<file path="src/hw/rtl/assert_macros.svh">
// Assertion helpers. All of them sample on clk and are disabled while rst_n is low.
`ifndef ASSERT_MACROS_SVH
`define ASSERT_MACROS_SVH

// A condition that must hold at every clock edge.
`define CLFT_ASSERT_ALWAYS(lbl, cond) \
  lbl: assert property (@(posedge clk) disable iff (!rst_n) (cond)) \
    else $error("assertion failed");

// A condition that must hold in the cycle after the trigger.
`define CLFT_ASSERT_NEXT(lbl, trig, cons) \
  lbl: assert property (@(posedge clk) disable iff (!rst_n) (trig) |=> (cons)) \
    else $error("assertion failed");

`endif

</file>
<file path="src/hw/rtl/clft_pkg.sv">
`timescale 1ns / 1ps

package clft_pkg;

  localparam int TABLE_DEPTH_DEF = 16;
  localparam int IDENT_W         = 29;
  localparam int STD_IDENT_W     = 11;
  localparam int LEN_W           = 4;
  localparam int DATA_W          = 64;
  localparam int SLOT_W          = 4;
  localparam int COUNT_OUT_W     = 5;
  localparam int STATUS_W        = 3;
  localparam int KIND_W          = 2;

  localparam logic [LEN_W-1:0] MAX_DATA_LEN = LEN_W'(8);

  localparam logic [KIND_W-1:0] KIND_STORE  = 2'd0;
  localparam logic [KIND_W-1:0] KIND_READ   = 2'd1;
  localparam logic [KIND_W-1:0] KIND_CLEAR  = 2'd2;
  localparam logic [KIND_W-1:0] KIND_UNUSED = 2'd3;

  localparam logic [STATUS_W-1:0] ST_UPDATED    = 3'd0;
  localparam logic [STATUS_W-1:0] ST_APPENDED   = 3'd1;
  localparam logic [STATUS_W-1:0] ST_DROPPED    = 3'd2;
  localparam logic [STATUS_W-1:0] ST_READ_OK    = 3'd3;
  localparam logic [STATUS_W-1:0] ST_READ_EMPTY = 3'd4;
  localparam logic [STATUS_W-1:0] ST_CLEARED    = 3'd5;

  typedef struct packed {
    logic               fmt;
    logic [IDENT_W-1:0] ident;
    logic               remote;
    logic [LEN_W-1:0]   len;
    logic [DATA_W-1:0]  data;
  } entry_t;

  // Request travelling along the row of cells.
  typedef struct packed {
    logic                vld;
    logic [KIND_W-1:0]   kind;
    entry_t              frame;
    logic [SLOT_W-1:0]   sel;
    logic                done;
    logic [STATUS_W-1:0] status;
    logic [SLOT_W-1:0]   slot;
  } token_t;

endpackage

</file>
<file path="src/hw/rtl/clft_in_if.sv">
`timescale 1ns / 1ps

interface clft_in_if import clft_pkg::*; ();
  logic               valid;
  logic               ready;
  logic [KIND_W-1:0]  kind;
  logic               frame_format;
  logic [IDENT_W-1:0] ident;
  logic               remote_flag;
  logic [LEN_W-1:0]   byte_count;
  logic [DATA_W-1:0]  payload;
  logic [SLOT_W-1:0]  slot_index;

  modport source (output valid, kind, frame_format, ident, remote_flag, byte_count,
                  payload, slot_index, input ready);
  modport sink (input valid, kind, frame_format, ident, remote_flag, byte_count,
                payload, slot_index, output ready);
endinterface

</file>
<file path="src/hw/rtl/clft_out_if.sv">
`timescale 1ns / 1ps

interface clft_out_if import clft_pkg::*; ();
  logic                   valid;
  logic                   ready;
  logic [STATUS_W-1:0]    status;
  logic [SLOT_W-1:0]      slot;
  logic [COUNT_OUT_W-1:0] entry_count;
  logic                   out_format;
  logic [IDENT_W-1:0]     out_ident;
  logic                   out_remote;
  logic [LEN_W-1:0]       out_byte_count;
  logic [DATA_W-1:0]      out_payload;

  modport source (output valid, status, slot, entry_count, out_format, out_ident,
                  out_remote, out_byte_count, out_payload, input ready);
  modport sink (input valid, status, slot, entry_count, out_format, out_ident,
                out_remote, out_byte_count, out_payload, output ready);
endinterface

</file>
<file path="src/hw/rtl/clft_cell.sv">
`timescale 1ns / 1ps

module clft_cell import clft_pkg::*; #(
  parameter int IDX   = 0,
  parameter int CNT_W = 5
) (
  input  logic             clk,
  input  logic             rst_n,
  input  token_t           tok_in,
  input  logic [CNT_W-1:0] count,
  output token_t           tok_out
);

  entry_t entry_r;
  token_t tok_r;
  token_t tok_nxt;
  logic   wr;
  logic   in_range;
  logic   at_count;
  logic   key_hit;
  logic   sel_hit;

  assign in_range = 32'(count) > 32'(IDX);
  assign at_count = 32'(count) == 32'(IDX);
  assign key_hit  = (entry_r.fmt == tok_in.frame.fmt) && (entry_r.ident == tok_in.frame.ident);
  assign sel_hit  = 32'(tok_in.sel) == 32'(IDX);

  always_comb begin
    tok_nxt = tok_in;
    wr      = 1'b0;
    if (tok_in.vld && !tok_in.done) begin
      case (tok_in.kind)
        KIND_STORE: begin
          // Cells below the fill count are searched first, so reaching the
          // cell at the count with no hit means the frame is new.
          if (in_range && key_hit) begin
            wr             = 1'b1;
            tok_nxt.done   = 1'b1;
            tok_nxt.status = ST_UPDATED;
            tok_nxt.slot   = SLOT_W'(IDX);
          end else if (at_count) begin
            wr             = 1'b1;
            tok_nxt.done   = 1'b1;
            tok_nxt.status = ST_APPENDED;
            tok_nxt.slot   = SLOT_W'(IDX);
          end
        end
        KIND_READ: begin
          if (in_range && sel_hit) begin
            tok_nxt.done   = 1'b1;
            tok_nxt.status = ST_READ_OK;
            tok_nxt.frame  = entry_r;
          end
        end
        default: begin
        end
      endcase
    end
  end

  always_ff @(posedge clk) begin
    if (wr) begin
      entry_r <= tok_in.frame;
    end
  end

  always_ff @(posedge clk) begin
    if (!rst_n) begin
      tok_r.vld <= 1'b0;
    end else begin
      tok_r <= tok_nxt;
    end
  end

  assign tok_out = tok_r;

endmodule

</file>
<file path="src/hw/rtl/can_latest_frame_table.sv">
// Channel | Direction | Carries
// in_ch   | sink      | store, read or clear request with one CAN frame
// out_ch  | source    | status, slot, fill count and the frame read back
//
// A request walks the row of TABLE_DEPTH cells, one cell per cycle, and its result is
// registered in a pending register at the end of the row; the next request is taken
// once that result has moved into the output register.
// A request of kind 3 is taken without making the block busy and gives no result.
// Reset (synchronous, rst_n low) empties the table; entry contents are not cleared.
// A stalled output holds its result while the next request walks the row.
`timescale 1ns / 1ps
`include "assert_macros.svh"

module can_latest_frame_table import clft_pkg::*; #(
  parameter int TABLE_DEPTH = TABLE_DEPTH_DEF
) (
  input  logic        clk,
  input  logic        rst_n,
  clft_in_if.sink     in_ch,
  clft_out_if.source  out_ch
);

  localparam int CNT_W = $clog2(TABLE_DEPTH + 1);

  token_t                 chain [TABLE_DEPTH+1];
  token_t                 head;
  token_t                 pend_r;
  token_t                 out_r;
  token_t                 out_nxt;
  logic [COUNT_OUT_W-1:0] out_cnt_r;
  logic                   out_vld_r;
  logic                   busy_r;
  logic [CNT_W-1:0]       count_r;
  logic [31:0]            count_ext;
  logic                   accept;
  logic                   move_out;
  logic                   tail_append;

  assign in_ch.ready = !busy_r;
  assign accept      = in_ch.valid && !busy_r;
  assign move_out    = pend_r.vld && (!out_vld_r || out_ch.ready);
  assign tail_append = chain[TABLE_DEPTH].vld && (chain[TABLE_DEPTH].status == ST_APPENDED);

  always_comb begin
    head              = '0;
    head.vld          = accept && (in_ch.kind != KIND_UNUSED);
    head.kind         = in_ch.kind;
    head.frame.fmt    = in_ch.frame_format;
    head.frame.ident  = in_ch.frame_format ? in_ch.ident
                                           : IDENT_W'(in_ch.ident[STD_IDENT_W-1:0]);
    head.frame.remote = in_ch.remote_flag;
    head.frame.len    = (in_ch.byte_count > MAX_DATA_LEN) ? MAX_DATA_LEN : in_ch.byte_count;
    head.frame.data   = in_ch.payload;
    head.sel          = in_ch.slot_index;
    case (in_ch.kind)
      KIND_STORE: head.status = ST_DROPPED;
      KIND_READ: begin
        head.status = ST_READ_EMPTY;
        head.slot   = in_ch.slot_index;
      end
      KIND_CLEAR: begin
        head.status = ST_CLEARED;
        head.done   = 1'b1;
      end
      default: head.status = ST_DROPPED;
    endcase
  end

  assign chain[0] = head;

  for (genvar g = 0; g < TABLE_DEPTH; g++) begin : g_cell
    clft_cell #(
      .IDX   (g),
      .CNT_W (CNT_W)
    ) u_cell (
      .clk     (clk),
      .rst_n   (rst_n),
      .tok_in  (chain[g]),
      .count   (count_r),
      .tok_out (chain[g+1])
    );
  end

  always_comb begin
    out_nxt = pend_r;
    // Only a successful read reports a frame.
    if (pend_r.status != ST_READ_OK) begin
      out_nxt.frame = '0;
    end
  end

  always_ff @(posedge clk) begin
    if (!rst_n) begin
      busy_r     <= 1'b0;
      count_r    <= '0;
      pend_r.vld <= 1'b0;
      out_vld_r  <= 1'b0;
    end else begin
      if (head.vld) begin
        busy_r <= 1'b1;
      end else if (move_out) begin
        busy_r <= 1'b0;
      end

      if (chain[TABLE_DEPTH].vld) begin
        pend_r <= chain[TABLE_DEPTH];
        if (chain[TABLE_DEPTH].status == ST_APPENDED) begin
          count_r <= count_r + CNT_W'(1);
        end else if (chain[TABLE_DEPTH].status == ST_CLEARED) begin
          count_r <= '0;
        end
      end else if (move_out) begin
        pend_r.vld <= 1'b0;
      end

      if (move_out) begin
        out_r     <= out_nxt;
        out_cnt_r <= count_ext[COUNT_OUT_W-1:0];
        out_vld_r <= 1'b1;
      end else if (out_ch.ready) begin
        out_vld_r <= 1'b0;
      end
    end
  end

  assign count_ext = 32'(count_r);

  assign out_ch.valid          = out_vld_r;
  assign out_ch.status         = out_r.status;
  assign out_ch.slot           = out_r.slot;
  assign out_ch.entry_count    = out_cnt_r;
  assign out_ch.out_format     = out_r.frame.fmt;
  assign out_ch.out_ident      = out_r.frame.ident;
  assign out_ch.out_remote     = out_r.frame.remote;
  assign out_ch.out_byte_count = out_r.frame.len;
  assign out_ch.out_payload    = out_r.frame.data;

  `CLFT_ASSERT_ALWAYS(a_count_bound, count_r <= CNT_W'(TABLE_DEPTH))
  `CLFT_ASSERT_ALWAYS(a_tail_busy, !chain[TABLE_DEPTH].vld || busy_r)
  `CLFT_ASSERT_ALWAYS(a_pend_busy, !pend_r.vld || busy_r)
  `CLFT_ASSERT_NEXT(a_append_grows, tail_append, count_r == $past(count_r) + CNT_W'(1))

endmodule

</file>
<file path="src/flat_wrapper.sv">
// flat-port wrapper written by rule: the top's interface ports become plain ports
module can_latest_frame_table_flat import clft_pkg::*;
#(
  parameter int TABLE_DEPTH = TABLE_DEPTH_DEF
)
  (clk, rst_n, in_ch_valid, in_ch_kind, in_ch_frame_format, in_ch_ident, in_ch_remote_flag, in_ch_byte_count, in_ch_payload, in_ch_slot_index, in_ch_ready, out_ch_valid, out_ch_status, out_ch_slot, out_ch_entry_count, out_ch_out_format, out_ch_out_ident, out_ch_out_remote, out_ch_out_byte_count, out_ch_out_payload, out_ch_ready);
  clft_in_if in_ch_i ();
  clft_out_if out_ch_i ();
  input  logic clk;
  input  logic rst_n;
  input wire logic [$bits(in_ch_i.valid)-1:0] in_ch_valid;
  input wire logic [$bits(in_ch_i.kind)-1:0] in_ch_kind;
  input wire logic [$bits(in_ch_i.frame_format)-1:0] in_ch_frame_format;
  input wire logic [$bits(in_ch_i.ident)-1:0] in_ch_ident;
  input wire logic [$bits(in_ch_i.remote_flag)-1:0] in_ch_remote_flag;
  input wire logic [$bits(in_ch_i.byte_count)-1:0] in_ch_byte_count;
  input wire logic [$bits(in_ch_i.payload)-1:0] in_ch_payload;
  input wire logic [$bits(in_ch_i.slot_index)-1:0] in_ch_slot_index;
  output wire logic [$bits(in_ch_i.ready)-1:0] in_ch_ready;
  output wire logic [$bits(out_ch_i.valid)-1:0] out_ch_valid;
  output wire logic [$bits(out_ch_i.status)-1:0] out_ch_status;
  output wire logic [$bits(out_ch_i.slot)-1:0] out_ch_slot;
  output wire logic [$bits(out_ch_i.entry_count)-1:0] out_ch_entry_count;
  output wire logic [$bits(out_ch_i.out_format)-1:0] out_ch_out_format;
  output wire logic [$bits(out_ch_i.out_ident)-1:0] out_ch_out_ident;
  output wire logic [$bits(out_ch_i.out_remote)-1:0] out_ch_out_remote;
  output wire logic [$bits(out_ch_i.out_byte_count)-1:0] out_ch_out_byte_count;
  output wire logic [$bits(out_ch_i.out_payload)-1:0] out_ch_out_payload;
  input wire logic [$bits(out_ch_i.ready)-1:0] out_ch_ready;
  assign in_ch_i.valid = in_ch_valid;
  assign in_ch_i.kind = in_ch_kind;
  assign in_ch_i.frame_format = in_ch_frame_format;
  assign in_ch_i.ident = in_ch_ident;
  assign in_ch_i.remote_flag = in_ch_remote_flag;
  assign in_ch_i.byte_count = in_ch_byte_count;
  assign in_ch_i.payload = in_ch_payload;
  assign in_ch_i.slot_index = in_ch_slot_index;
  assign in_ch_ready = in_ch_i.ready;
  assign out_ch_valid = out_ch_i.valid;
  assign out_ch_status = out_ch_i.status;
  assign out_ch_slot = out_ch_i.slot;
  assign out_ch_entry_count = out_ch_i.entry_count;
  assign out_ch_out_format = out_ch_i.out_format;
  assign out_ch_out_ident = out_ch_i.out_ident;
  assign out_ch_out_remote = out_ch_i.out_remote;
  assign out_ch_out_byte_count = out_ch_i.out_byte_count;
  assign out_ch_out_payload = out_ch_i.out_payload;
  assign out_ch_i.ready = out_ch_ready;
  can_latest_frame_table #(.TABLE_DEPTH(TABLE_DEPTH)) u_core (.clk(clk), .rst_n(rst_n), .in_ch(in_ch_i), .out_ch(out_ch_i));
endmodule
</file>
<file path="config.mk">
export PLATFORM = sky130hd
export DESIGN_NAME = can_latest_frame_table_flat
export DESIGN_NICKNAME = d
export VERILOG_FILES = /design/src/hw/rtl/clft_pkg.sv /design/src/hw/rtl/clft_in_if.sv /design/src/hw/rtl/clft_out_if.sv /design/src/hw/rtl/clft_cell.sv /design/src/hw/rtl/can_latest_frame_table.sv /design/src/flat_wrapper.sv
export VERILOG_INCLUDE_DIRS = /design/src /design/src/hw/rtl
export SDC_FILE = /design/constraint.sdc
export NUM_CORES = 2
export LEC_CHECK = 0
export ABC_AREA = 1
export ABC_CLOCK_PERIOD_IN_PS = 9100
export BUFFER_PORTS_ARGS = -buffer_cell sky130_fd_sc_hd__buf_2
export CORE_UTILIZATION = 45
export CTS_BUF_LIST = sky130_fd_sc_hd__clkbuf_8
export DETAILED_ROUTE_END_ITERATION = 12
export PLACE_DENSITY = 0.64
export SLEW_MARGIN = 5
export SYNTH_ARGS = -nofsm -noshare
export SYNTH_HDL_FRONTEND = slang
export SYNTH_SLANG_ARGS = --single-unit
</file>
<file path="constraint.sdc">
create_clock -name clk -period 9.1 [get_ports clk]
set_input_delay 0.91 -clock clk [delete_from_list [all_inputs] [get_ports clk]]
set_output_delay 0.91 -clock clk [all_outputs]
set_load 0.02 [all_outputs]
</file>
==> metrics.md <==
| Metric | Value |
|---|---|
| Outcome | `complete, no violations` |
| Worst hold path type | `in2reg` |
| Routability cong. | `0.877` |
| Crit path cell chain | `inv_1 -> ha_1 -> nand2_1 -> nand2_1 -> nor2_4 -> buf_4 -> mux2_2` |
| Netlist Area Pre-Place | `approximately 140000 um2` |
| Drc violations | `0` |
| Worst EP arrival | `around 4800 ps` |
| Post-place setup slack | `4870 ps` |
| Avg WL per Cell | `roughly 15 um` |
| All-Layer GR Usage | `0.139` |
| Setup TNS Final | `0 ps` |
| FILL cells | `25700` |
| CTS tree | `built` |
| Number of warnings issued by yosys | `0` |
| Clock Latency Late Sink | `~1000 ps` |
| DRT iter0 DRCs | `about 4200` |
| Final nets | `approximately 11000` |
| First-pass GRT wire length | `361 mm` |
| Core area | `between 300000 and 400000 um2` |
| CP startpoint kind | `register` |
| Clk sink count | `about 3600` |
| Tcrit/Tclk final | `0.445` |
| Power per cell area | `around 210 nW/um2` |
| Largest net degree at the start of global routing | `about 210` |
| Post-route setup slack | `5050 ps` |
| Post-Route WL | `approximately 220 mm` |
| Ys async rst share | `0` |
| Top cell type by total area after synthesis | `edfxtp_1` |
| CP required | `roughly 9800 ps` |
| CP endpoint kind | `register` |
| Clock skew | `about 80 ps` |
| Post-synthesis sequential area ratio | `0.774` |
| CTS H-Tree Depth | `6` |
| Slowest CP cell | `buf_4` |
| Crit-path max cell delay | `840 ps` |
| Routed vias/inst | `approximately 4.6` |
| # setup viols final | `0` |
| Netlist cell types | `59` |
| Pins Over Slew Limit | `0` |
| Ports | `between 200 and 250` |
| # rows | `204` |
| Synth top area cells | `edfxtp_1 (77%), nand2_1 (8.6%), mux2_2 (3.0%)` |
| Clock Path Buffers | `4` |
| Vias | `~70000` |
| Maximum vdd drop | `between 0.1 and 0.15 mV` |
| Vias in the first global route | `around 70000` |
| CP Class | `reg2reg` |
| Finished Cell Area | `156000 um2` |
| Most frequent CP cell | `nand2_1` |
| Post-synth EDFFs | `approximately 3600` |
| Minimum clock period after layout | `a little over 4000 ps` |
| Most frequent cell after synthesis | `edfxtp_1` |
| Max-cap violations | `0` |
| Fmax | `0.247 GHz` |
| Synthesized net count | `just over 10000` |
| Root buf cell | `clkbuf_8` |
| Overflow after GRT | `0` |
| Hold Fails Final Rpt | `0` |
| Slew headroom | `0.181` |
| Slew @ Worst Pin | `~1200 ps` |
| Fraction of layout cells with a size suffix above 1 | `0.143` |
| Die W | `561 um` |
| Die H | `roughly 560 um` |
| R2r setup slk | `between 5000 and 6000 ps` |
| Syn Area/Cell | `between 10 and 15 um2` |
| Area grow syn2layout | `11.1%` |
| Synthesized flop and latch total | `between 3000 and 4000` |
| Crit-path max FO | `a little over 80` |
| Num CTS Buffers | `between 500 and 600` |
| Port Buffer Count | `221` |
| Ys flop type | `edfxtp_1` |
| Final ANT Viol Nets | `0` |
| P_leak | `just under 60 nW` |
| Yosys top cell area share | `0.770` |
| Drt pass-1 iters | `5` |
| HPWL Detailed | `approximately 150 mm` |
| Clock transition at path regs | `about 60 ps` |
| Initial Utilization | `0.454` |
| Die footprint | `about 310000 um2` |
| Cell count after synthesis | `10100` |
| Setup Fix Bufs, Post-CTS | `0` |
| Commonest cells post-synth | `edfxtp_1 (3602), nand2_1 (3206), inv_1 (833), mux2_2 (373), nor2_1 (371)` |
| Area after DPL | `146000 um2` |
| Initial antenna violation count | `2` |
| RSZ-0062 raised after global routing | `false` |
## cells in the final DEF, fill, tap and decap left out, types with 101 or more instances in the layout
cell type / netlist / routed
inv_1: 833 / 999
o21ai_2: 108 / 108
mux2_2: 373 / 373
nand3_1: 109 / 105
buf_2: 113 / 220
xnor2_1: 212 / 212
xor2_1: 131 / 131
o21ai_0: 264 / 264
nor2_1: 371 / 368
nand2_1: 3206 / 3202
edfxtp_1: 3602 / 3602
clkbuf_8: 0 / 594
clkinv_1: 1 / 128
nand4_1: 101 / 101
## per-stage QoR
step                hold slack [ps]  instances  total power, mW   util
floorplan                       400      10100             19.9      -
global placement                402      14200             20.3  0.471
detailed placement              405      14200             20.4  0.471
CTS                           0.557      15200             32.6  0.504
global route                   41.6      15200             33.5  0.504
finish                          137      15200             32.1  0.504
## final cells by class
class | instances | area (um2) | area share
Tap cell | 4120 | 5150 | 0.0331
Clock buffer | 594 | 8180 | 0.0524
Timing Repair Buffer | 305 | 1880 | 0.0121
Sequential cell | 3626 | 109000 | 0.697
Inverter | 845 | 3200 | 0.0205
Antenna cell | 3 | 7.51 | 0.0000481
Multi-Input combinational cell | 5282 | 27000 | 0.173
Clock inverter | 405 | 1910 | 0.0122
## path summary, 6_finish.rpt
check,startpoint,cells after the start,endpoint
max,u_core.count_r[1],7,u_core.g_cell[0].u_cell.tok_out[39]
min,in_ch_payload[45],1,u_core.g_cell[0].u_cell.entry_r[45]
max reg2reg,u_core.count_r[1],7,u_core.g_cell[0].u_cell.tok_out[39]
min reg2reg,u_core.g_cell[2].u_cell.tok_out[113],2,u_core.g_cell[3].u_cell.tok_out[113]
## state kept, by name (all words and copies together), names as in the netlist, 5 cells and up
signal and count:
u_core.out_nxt 8, u_core.g_cell.u_cell.tok_out 1817, u_core.g_cell.u_cell.entry_r 1584, u_core.out_ch.entry_count 5, u_core.out_ch.out_payload 64, u_core.out_ch.out_ident 29, u_core.pend_r 99, u_core.count_r 5
## timing repair
action                    in CTS  in global routing
resized for setup              0                  0
hold buffers                  17                  0
hold endpoints to repair      17                  0
## critical path, delay by kind of cell, from the launching register on
kind,cells,cell delay [ps]
DFF,1,540
buffers and inverters,2,990
adders and majority gates,1,210
muxes,1,430
and+or+nand+nor,3,1420
## logic make-up (layout without fill, tap and decap cells)
logic type      Yosys count  in the layout  share of synthesized area
xor+xnor                343            343                     0.0214
compound gates          549            549                     0.0233
other cells               0              3                          0
simple gates           3956           3956                      0.112
fa+ha+maj                 9              9                   0.000802
buf+inv                1163           2149                     0.0351
flops                  3626           3626                      0.774
mux                     425            425                     0.0340
## metal layers
metal | GRT usage | vias to the layer above | part of all wire
met3 | 0.0255 | 503 | 0.042
met4 | 0.0596 | 0 | 0.035
met5 | 0 | - | 0
met2 | 0.229 | 1381 | 0.47
met1 | 0.181 | 32000 | 0.45
li1 | - | 35800 | -
## where the power goes
part / switching, mW / internal (mW)
sequential: 0.282 / 18.9
clock: 5.97 / 6.16
combinational: 0.496 / 0.306
No activity file was read; power rests on OpenSTA's default activity.
